### config.mk
export PLATFORM = sky130hd
export DESIGN_NAME = hmvn_ctrl
export DESIGN_NICKNAME = d
export VERILOG_FILES = /design/src/sv/hmvn_pkg.sv /design/src/sv/hmvn_ctrl.sv
export SDC_FILE = /design/constraint.sdc
export NUM_CORES = 1
export LEC_CHECK = 0
export BUFFER_PORTS_ARGS = -buffer_cell sky130_fd_sc_hd__buf_4
export CORE_AREA = 2 2 39 41
export CTS_CLUSTER_DIAMETER = 80
export CTS_CLUSTER_SIZE = 10
export DETAILED_ROUTE_END_ITERATION = 6
export DIE_AREA = 0 0 41 43
export GPL_ROUTABILITY_DRIVEN = 1
export PLACE_DENSITY = 0.46
export SETUP_SLACK_MARGIN = 0.05
export SLEW_MARGIN = 20
export SYNTH_ARGS = -nofsm -noshare
export SYNTH_HDL_FRONTEND = slang
export SYNTH_SLANG_ARGS = --single-unit
export TNS_END_PERCENT = 5
### constraint.sdc
create_clock -name clk -period 3.2 [get_ports clk]
set_clock_uncertainty 0.1 [all_clocks]
set_input_delay 0.48 -clock clk [delete_from_list [all_inputs] [get_ports clk]]
set_output_delay 0.48 -clock clk [all_outputs]
set_load 0.02 [all_outputs]
### src/sv/hmvn_pkg.sv
`timescale 1ns / 1ps
// ----------------------------------------------------------------------------
// hmvn_pkg
// Shared types and constants for the height-grid mesh vertex generator.
// ----------------------------------------------------------------------------
package hmvn_pkg;

  localparam int HGT_W      = 16;
  localparam int CFG_IDX_W  = 2;
  localparam int CFG_DATA_W = 15;
  localparam int DIM_W      = 13;
  localparam int SMOOTH_W   = 15;
  localparam int IDX_W      = 24;
  localparam int POS_W      = 14;
  localparam int NRM_W      = 16;
  localparam int NRMY_W     = 15;
  localparam int ROW_W      = 12;
  localparam int MAG_W      = 16;
  localparam int SQ_W       = 32;
  localparam int LEN2_W     = 34;
  localparam int QUO_W      = 31;
  localparam int ROOT_W     = 16;

  localparam logic [CFG_IDX_W-1:0] CFG_GRID_WIDTH       = 2'd0;
  localparam logic [CFG_IDX_W-1:0] CFG_GRID_HEIGHT      = 2'd1;
  localparam logic [CFG_IDX_W-1:0] CFG_NORMAL_SMOOTHING = 2'd2;

  localparam logic KIND_SAMPLE = 1'b0;
  localparam logic KIND_FLUSH  = 1'b1;

  localparam logic [NRMY_W-1:0]   Q_ONE        = 15'd16384;
  localparam logic [DIM_W-1:0]    ROW_CAP      = 13'd4096;
  localparam logic [DIM_W-1:0]    GW_RESET     = 13'd1;
  localparam logic [DIM_W-1:0]    GH_RESET     = 13'd1;
  localparam logic [SMOOTH_W-1:0] SMOOTH_RESET = 15'd256;

  typedef enum logic [2:0] {
    ST_IDLE,
    ST_RD_A,
    ST_RD_B,
    ST_WR,
    ST_SQ,
    ST_NORM_GO,
    ST_NORM_WAIT,
    ST_OUT
  } hmvn_state_t;

  typedef enum logic [1:0] {
    NU_IDLE,
    NU_SQ,
    NU_DIV,
    NU_SQRT
  } hmvn_nu_state_t;

  typedef struct packed {
    logic take;
    logic rd_b;
    logic wr;
    logic sq;
    logic norm_go;
    logic load_out;
  } hmvn_cmd_t;

  typedef struct packed {
    logic emit;
    logic sq_done;
    logic norm_done;
    logic comp_last;
    logic out_busy;
  } hmvn_sts_t;

endpackage

### src/sv/hmvn_ctrl.sv
`timescale 1ns / 1ps
// ----------------------------------------------------------------------------
// hmvn_ctrl
// Sequencer: accept, line-store reads, write-back, squaring, normalising, output.
// ----------------------------------------------------------------------------
module hmvn_ctrl import hmvn_pkg::*; (
  input  logic      clk,
  input  logic      rst_n,
  input  logic      in_valid,
  output logic      in_ready,
  input  hmvn_sts_t sts,
  output hmvn_cmd_t cmd
);

  hmvn_state_t state_r, state_nxt;

  always_ff @(posedge clk) begin
    if (!rst_n) begin
      state_r <= ST_IDLE;
    end else begin
      state_r <= state_nxt;
    end
  end

  always_comb begin
    state_nxt = state_r;
    cmd       = '0;
    in_ready  = 1'b0;
    unique case (state_r)
      ST_IDLE: begin
        in_ready = 1'b1;
        if (in_valid) begin
          cmd.take = 1'b1;
          if (sts.emit) state_nxt = ST_RD_A;
        end
      end
      ST_RD_A: state_nxt = ST_RD_B;
      ST_RD_B: begin
        cmd.rd_b  = 1'b1;
        state_nxt = ST_WR;
      end
      ST_WR: begin
        cmd.wr    = 1'b1;
        state_nxt = ST_SQ;
      end
      ST_SQ: begin
        cmd.sq = 1'b1;
        if (sts.sq_done) state_nxt = ST_NORM_GO;
      end
      ST_NORM_GO: begin
        cmd.norm_go = 1'b1;
        state_nxt   = ST_NORM_WAIT;
      end
      ST_NORM_WAIT: begin
        if (sts.norm_done) state_nxt = sts.comp_last ? ST_OUT : ST_NORM_GO;
      end
      ST_OUT: begin
        if (!sts.out_busy) begin
          cmd.load_out = 1'b1;
          state_nxt    = ST_IDLE;
        end
      end
      default: state_nxt = ST_IDLE;
    endcase
  end

endmodule

# Word level (Yosys, flattened, before mapping)
# Cells that the tools add are included.
totals:
  ff_bits: 3
  inputBits: 8
  out_inout_bits: 7
  elab_cells: 31
classes:
  n_eq_ne: 12
  muxes: 16
  reduce_logical: 2
op_table:
  columns: ["op", "n"]
  rows:
  - ["3-bit case mux with 8 select lines", 1]
  - ["3-bit two-way mux", 5]
  - ["3-bit equality test, second input constant", 4]
  - ["2-bit inequality test, second input constant", 5]
  - ["1-bit two-way mux", 9]
  - ["3-bit by 2-bit equality test with 1-bit output, second input constant", 2]
  - ["5-bit AND reduction", 1]
  - ["3-bit by 1-bit equality test with 1-bit output, second input constant", 1]
  - ["3-bit zero test", 1]
  - ["2-bit two-way mux", 1]

# Depth between registers and ports, before layout
# Gate-level depths: netlist (run 1).
logic_depth:
  ltp_word: 3
  depth_mapped: 4
  mapped_depth_nobuf: 3

# Worst setup path before layout (run 1)
# OpenSTA, ideal clock, no wires.
synth_path:
  path_kind: "register to output"
  from: "register state_r[2]"
  to: "output port cmd[5] (netlist bit)"
  t_arrival_ns: 1.362
  required_time_ns: 2.620
  path_slack_ns: 1.258
  stages_incl_launch_ff: 4
  path_buffers: 1
  cell_sequence: "dfxtp_1 > clkbuf_1 > nor3_1 > and2_1"
synth_rtl:
  columns: ["item", "line_no", "text"]
  rows:
  - ["start: declaration", "hmvn_ctrl.sv:15", "hmvn_state_t state_r, state_nxt;"]
  - ["start signal: assignment", "hmvn_ctrl.sv:21", "state_r <= state_nxt;"]
  - ["end: declaration", "hmvn_ctrl.sv:12", "output hmvn_cmd_t cmd"]

==> impl_metrics.json, run 1 <==
{
  "antenna_found_initial": 0,
  "cp_data_required_time_ps": 2620,
  "gr-usage-all-layers": 0.09228,
  "yosys_warnings": 0,
  "grt.overflow.total": 0,
  "cts-hold-fix-buffers": 0,
  "clk_pin_slew_ps": 40,
  "rows": 14,
  "antenna_cells": 0,
  "reg_top3": "state_r: 3 flops",
  "synth_seq_cells": 3,
  "drcViolationCount": 0,
  "hpwl_um": 423.4,
  "vias": 263,
  "max_cap_violations": 0,
  "finalNonFillerCells": 60,
  "seq_area_frac_synth": 0.2981,
  "dr.pass1.iters": 2,
  "io_buffers": 14,
  "largest_reg_flops": 3,
  "die_area_um2": 1763,
  "hold_ws_ps": 433.4,
  "rsz0062_at_grt": "no",
  "syn_area_per_cell_um2": 6.946,
  "area_growth_pct": 69.57,
  "netlist_instances": 29,
  "slew_violations": 0,
  "post_cts_buffers": 0,
  "tightest_slew_ps": 364.3,
  "top_register": "state_r",
  "leakagePower_nw": 0.1497,
  "ant_nets": 0,
  "wirelength_um": 589,
  "powerDensity_nw_per_um2": 494.4,
  "critical_path_arrival_ps": 1230,
  "die_w_um": 41,
  "critical_path_class": "register to output port",
  "hold_path_class": "input port to register",
  "setup_viol": 0,
  "ir_worst_vdd_mv": 0.1900,
  "wl_per_cell_um": 9.817,
  "clk_path_buf_depth": 2,
  "start_kind": "register",
  "nets": 53,
  "core-area_um2": 1384,
  "cp_max_fo": 12,
  "fmax_mhz": 551.2,
  "insertion_delay_ps": 230,
  "htree_levels": 1,
  "hold_viol_final": 0,
  "cts_sinks": 3,
  "initialDrtViolationCount": 2,
  "ios": 15,
  "cts_tree": "yes",
  "grt_max_degree": 13,
  "fin_crit_sh": 0.5670,
  "syn_area_um2": 201.4,
  "placed_cells": 56,
  "ctsRootBufferMaster": "clkbuf_4",
  "numCtsBuffers": 3,
  "grt_pass1_vias": 248,
  "via_per_inst": 4.383,
  "drive_above_1_share": 0.3864,
  "endpoint_kind": "output port",
  "synth_cell_type_count": 15,
  "die_height_um": 43,
  "gp_congestion": 0.7315,
  "cts_resized": 0,
  "grt_pass1_wl_mm": 1.028,
  "relSlewSlack": 0.7509,
  "period_minus_slack_ps": 1814,
  "initial_core_util": 0.1456,
  "outcome": "finished, final reports clean",
  "tns_ps": 0,
  "synth_fp_nets": 37
}
==> per-stage QoR <==
step                power [mW]  setup slack [ps]    util  instance area (um2)
global route            0.1868              1205  0.2468                341.6
finish                  0.1689              1386  0.2468                341.6
detailed placement      0.1033              1613  0.2278                315.3
global placement        0.1034              1601  0.2278                315.3
CTS                     0.1731              1351  0.2468                341.6
floorplan              0.08004              1258       -                201.4
==> layer usage <==
| layer | wire [um] | vias to the layer above | share of wire | GRT usage |
|---|---|---|---|---|
| li1 | - | 131 | - | - |
| met2 | 269 | 10 | 0.46 | 0.1250 |
| met4 | 0 | 0 | 0 | 0.04000 |
| met1 | 266 | 122 | 0.45 | 0.09936 |
| met5 | 0 | - | 0 | 0 |
| met3 | 52 | 0 | 0.088 | 0.07853 |
==> cell usage in the layout, fill, tap and decap left out, drive strengths merged <==
cell     synthesis  layout
a21oi            3       3
nand2            4       4
nor3             1       1
nor2             3       3
nor3b            4       4
and2             1       1
o22ai            1       1
dfxtp            3       3
and3b            1       1
nor2b            1       1
o21ai            1       1
clkbuf           3       4
a2111oi          1       1
nand3b           1       1
nand3            1       1
buf              0      14
==> report_power, final <==
group          switching (mW)  leakage, nW  internal (mW)  total [mW]
logic                  0.0228        0.110         0.0253      0.0481
registers              0.0118       0.0246         0.0422      0.0540
clock network          0.0199       0.0150         0.0468      0.0667
==> synthesized netlist by cell type (all sizes together) <==
master	n	area, um2
nand2	4	15.01
clkbuf	3	11.26
a2111oi	1	8.760
nand3b	1	7.510
nor2	3	11.26
and3b	1	8.760
o21ai	1	5.000
nor3b	4	30.03
nand3	1	5.000
o22ai	1	6.260
dfxtp	3	60.06
and2	1	6.260
nor3	1	5.000
nor2b	1	6.260
a21oi	3	15.01
==> final cells by class <==
class | count | area [um2]
fill | 164 | 1042
timing repair buffer | 14 | 105.1
clock buffer | 4 | 26.28
multi-input combinational | 23 | 130.1
sequential | 3 | 60.06
tap | 16 | 20.02
==> critical path: stages (launching register included) <==
cell     delay, ps
dfxtp_1        530
nand3_1        150
nor2_1         160
buf_4          160
==> final timing paths <==
check,startpoint,endpoint,slack [ps],cells past startpoint
worst max-delay path,state_r[2],cmd[0],1390,3
worst min-delay path,sts[0],state_r[0],430,3
worst max register to register,state_r[2],state_r[0],1700,3
worst min register to register,state_r[0],state_r[1],560,2
==> cells by family after synthesis <==
kind of cell / Yosys count / synth area share
AND/OR/NAND/NOR: 17 / 0.4720
AO/OA/AOI/OAI: 6 / 0.1739
flip-flops: 3 / 0.2981
buffers and inverters: 3 / 0.05590
No activity file was read; power rests on OpenSTA's default activity.
==> inputs of run 2 (changes only) <==
--- a/config.mk
+++ b/config.mk
@@ -5,6 +5,7 @@
 export SDC_FILE = /design/constraint.sdc
 export NUM_CORES = 1
 export LEC_CHECK = 0
+export ABC_AREA = 1
 export BUFFER_PORTS_ARGS = -buffer_cell sky130_fd_sc_hd__buf_4
 export CORE_AREA = 2 2 39 41
 export CTS_CLUSTER_DIAMETER = 80
@@ -12,7 +13,7 @@
 export DETAILED_ROUTE_END_ITERATION = 6
 export DIE_AREA = 0 0 41 43
 export GPL_ROUTABILITY_DRIVEN = 1
-export PLACE_DENSITY = 0.46
+export PLACE_DENSITY = 0.51
 export SETUP_SLACK_MARGIN = 0.05
 export SLEW_MARGIN = 20
 export SYNTH_ARGS = -nofsm -noshare
==> constraint.sdc (replaced) <==
create_clock -name clk -period 1.8 [get_ports clk]
set_clock_uncertainty 0.1 [all_clocks]
set_input_delay 0.27 -clock clk [delete_from_list [all_inputs] [get_ports clk]]
set_output_delay 0.27 -clock clk [all_outputs]
set_load 0.02 [all_outputs]
==> run 2 against run 1 <==
  * Synthesized area increased by 27%
  * Worst hold slack lost 260 ps
  * Cell area up 19%
  * Register-to-register slack worse by 1100 ps
  * Combinational power grew to 6.2 times the previous value
  * Critical path depth increased by 1
  * Count of clock-buffer cells in the layout is the same
  * First-iteration DRC count rose to 2.5 times the previous value
  * Flip-flop and latch count unchanged
  * Critical endpoint is now cmd[5]
  * Largest cell class unchanged
  * Largest power group is now combinational cells
==> impl_metrics.json, run 2 <==
{
  "outcome": "finished, final reports clean",
  "reg_top3": "state_r: 3 flops",
  "async_reset_ff_frac": 0,
  "relSlewSlack": 0.8378,
  "hold_path_class": "input port to register",
  "crit_chain": "nor2_1, nand2_1, nor2_1, buf_4",
  "grt.overflow.total": 0,
  "powerDensity_nw_per_um2": 1346,
  "wl_per_cell_um": 8.049,
  "finalNonFillerCells": 82,
  "ant_nets": 0,
  "die_height_um": 43,
  "top_register": "state_r",
  "insertion_delay_ps": 230,
  "area_growth_pct": 59.31,
  "worstHoldStart": "rst_n",
  "hold_viol_final": 0,
  "numCtsBuffers": 3,
  "seq_area_frac_synth": 0.2353,
  "syn_area_per_cell_um2": 5.318,
  "synth_cell_type_count": 11,
  "endpoint_kind": "output port",
  "critical_path_class": "register to output port",
  "critPathMostFrequentCell": "nor2_1",
  "r2r-end": "state_r[0]",
  "drt-met1-wl_um": 284,
  "grt_pass1_vias": 262,
  "ir_worst_vdd_mv": 0.4562,
  "antenna_found_initial": 0,
  "r2r_slack_ps": 620,
  "p_switching_mw": 0.2535,
  "antenna_cells": 0,
  "power_mw": 0.5472,
  "final_common_cell": "buf_4",
  "seq_power_share": 0.240,
  "synth.most_common_cell": "nor2_1",
  "synth_seq_cells": 3,
  "grt_pass1_wl_um": 938,
  "gr-usage-all-layers": 0.08225,
  "netlist_instances": 48,
  "rows": 14,
  "initial_core_util": 0.1844,
  "cts_resized": 0,
  "yosys.area.top_type": "dfxtp_1",
  "fmax_mhz": 667.6,
  "fin_crit_sh": 0.8322,
  "largest_reg_flops": 3,
  "clk_path_buf_depth": 2,
  "placed_cells": 78,
  "cts_sinks": 3,
  "holdPathEnd": "state_r[0]",
  "crit_buf_inv": 1,
  "min_path_cells": 3,
  "ctsRootBufferMaster": "clkbuf_4",
  "period_minus_slack_ps": 1498,
  "p_clk_frac": 0.212,
  "rsz0062_at_grt": "no",
  "post_cts_buffers": 0,
  "syn_area_um2": 255.2,
  "synth_enable_flop_cells": 0,
  "yosys-top-cells-area": "dfxtp_1, nor2_1, nand3_1, inv_1, nand2_1",
  "tns_ps": 0,
  "r2r_cells": 7,
  "p_int_mw": 0.2936,
  "vias": 344,
  "nets": 75,
  "wirelength_um": 660,
  "ios": 15,
  "initialDrtViolationCount": 5,
  "combPwrFrac": 0.548,
  "yosys_warnings": 0,
  "cp_max_fo": 7,
  "htree_levels": 1,
  "max_stage_delay_ps": 370,
  "max_cap_violations": 0,
  "setup_viol": 0,
  "cpMaxStageDelayCell": "dfxtp_1",
  "clk_pin_slew_ps": 40,
  "gp_congestion": 0.8308,
  "dr.pass1.iters": 4,
  "critical_path_arrival_ps": 1130,
  "core-area_um2": 1384,
  "synth_top_area_frac": 0.2353,
  "cts-hold-fix-buffers": 0,
  "synth_common_cells": "nor2_1, inv_1, nand2_1",
  "grt_max_degree": 8,
  "die_area_um2": 1763,
  "via_per_inst": 4.195,
  "leakagePower_nw": 0.2257,
  "start_kind": "register",
  "synth_fp_nets": 56,
  "rr_startpoint": "state_r[1]",
  "cp_data_required_time_ps": 1430,
  "io_buffers": 14,
  "cp_top_family": "simple AND/OR/NAND/NOR gates",
  "slew_violations": 0,
  "drive_above_1_share": 0.3788,
  "top_layer_used": "met3",
  "layout_common_cells": "buf_4, nor2_1, nand2_1, inv_1, nand3_1",
  "switching_share": 0.4634,
  "drcViolationCount": 0,
  "ys_dominant_reg_cell": "dfxtp_1",
  "hpwl_um": 524.5,
  "cts_tree": "yes",
  "die_w_um": 41,
  "tightest_slew_ps": 243.0,
  "wl_met2_um": 268,
  "wl_met3_um": 107
}
run 2: worst max-delay path by stage:
stage | from | endpoint | depth (start not counted)
2_1_floorplan | state_r[2] | cmd[1] | 2
3_3_place_gp | state_r[0] | cmd[5] | 4
3_5_place_dp | state_r[2] | cmd[1] | 3
4_1_cts | state_r[0] | cmd[5] | 4
5_1_grt | state_r[1] | cmd[0] | 3
6_report | state_r[0] | cmd[5] | 4
run 2: metal layers:
layer	global-route usage	up-vias
met5	0	-
met4	0.06000	0
met3	0.04712	0
met2	0.1063	23
met1	0.09615	138
li1	-	183
run 2: kinds of logic after synthesis:
| group | after synthesis | synth area share |
|---|---|---|
| AOI/OAI and AO/OA | 3 | 0.05881 |
| DFF | 3 | 0.2353 |
| buffers and inverters | 10 | 0.1471 |
| and+or+nand+nor | 32 | 0.5588 |
run 2: layout make-up:
cell class	instances	area, um2
Fill cell	156	977.2
Tap cell	16	20.02
Timing Repair Buffer	14	105.1
Sequential cell	3	60.06
Multi-Input combinational cell	35	157.7
Clock buffer	4	26.28
Inverter	10	37.54
run 2: power by group through the flow:
stage	Clock [mW]	Combinational, mW	Sequential, mW
2_1_floorplan	0	0.204	0.123
3_3_place_gp	0	0.303	0.134
3_5_place_dp	0	0.300	0.133
4_1_cts	0.124	0.302	0.132
5_1_grt	0.132	0.330	0.140
6_report	0.116	0.300	0.132
run 2: worst register-to-register path: cells and delay by family, from the launching register on:
family,cells,cell delay [ps]
buffers and inverters,1,50
flip-flops,1,440
AND/OR/NAND/NOR,6,490
run 2: through the flow:
step,hold WS [ps],area (um2),utilization,worst slack [ps]
5_1_grt,182.3,406.6,0.2939,224.1
6_report,178.4,406.6,0.2939,302.1
3_3_place_gp,419.0,380.4,0.2749,545.3
3_5_place_dp,420.0,380.4,0.2749,548.6
4_1_cts,176.1,406.6,0.2939,285.6
2_1_floorplan,290.7,255.2,-,448.2
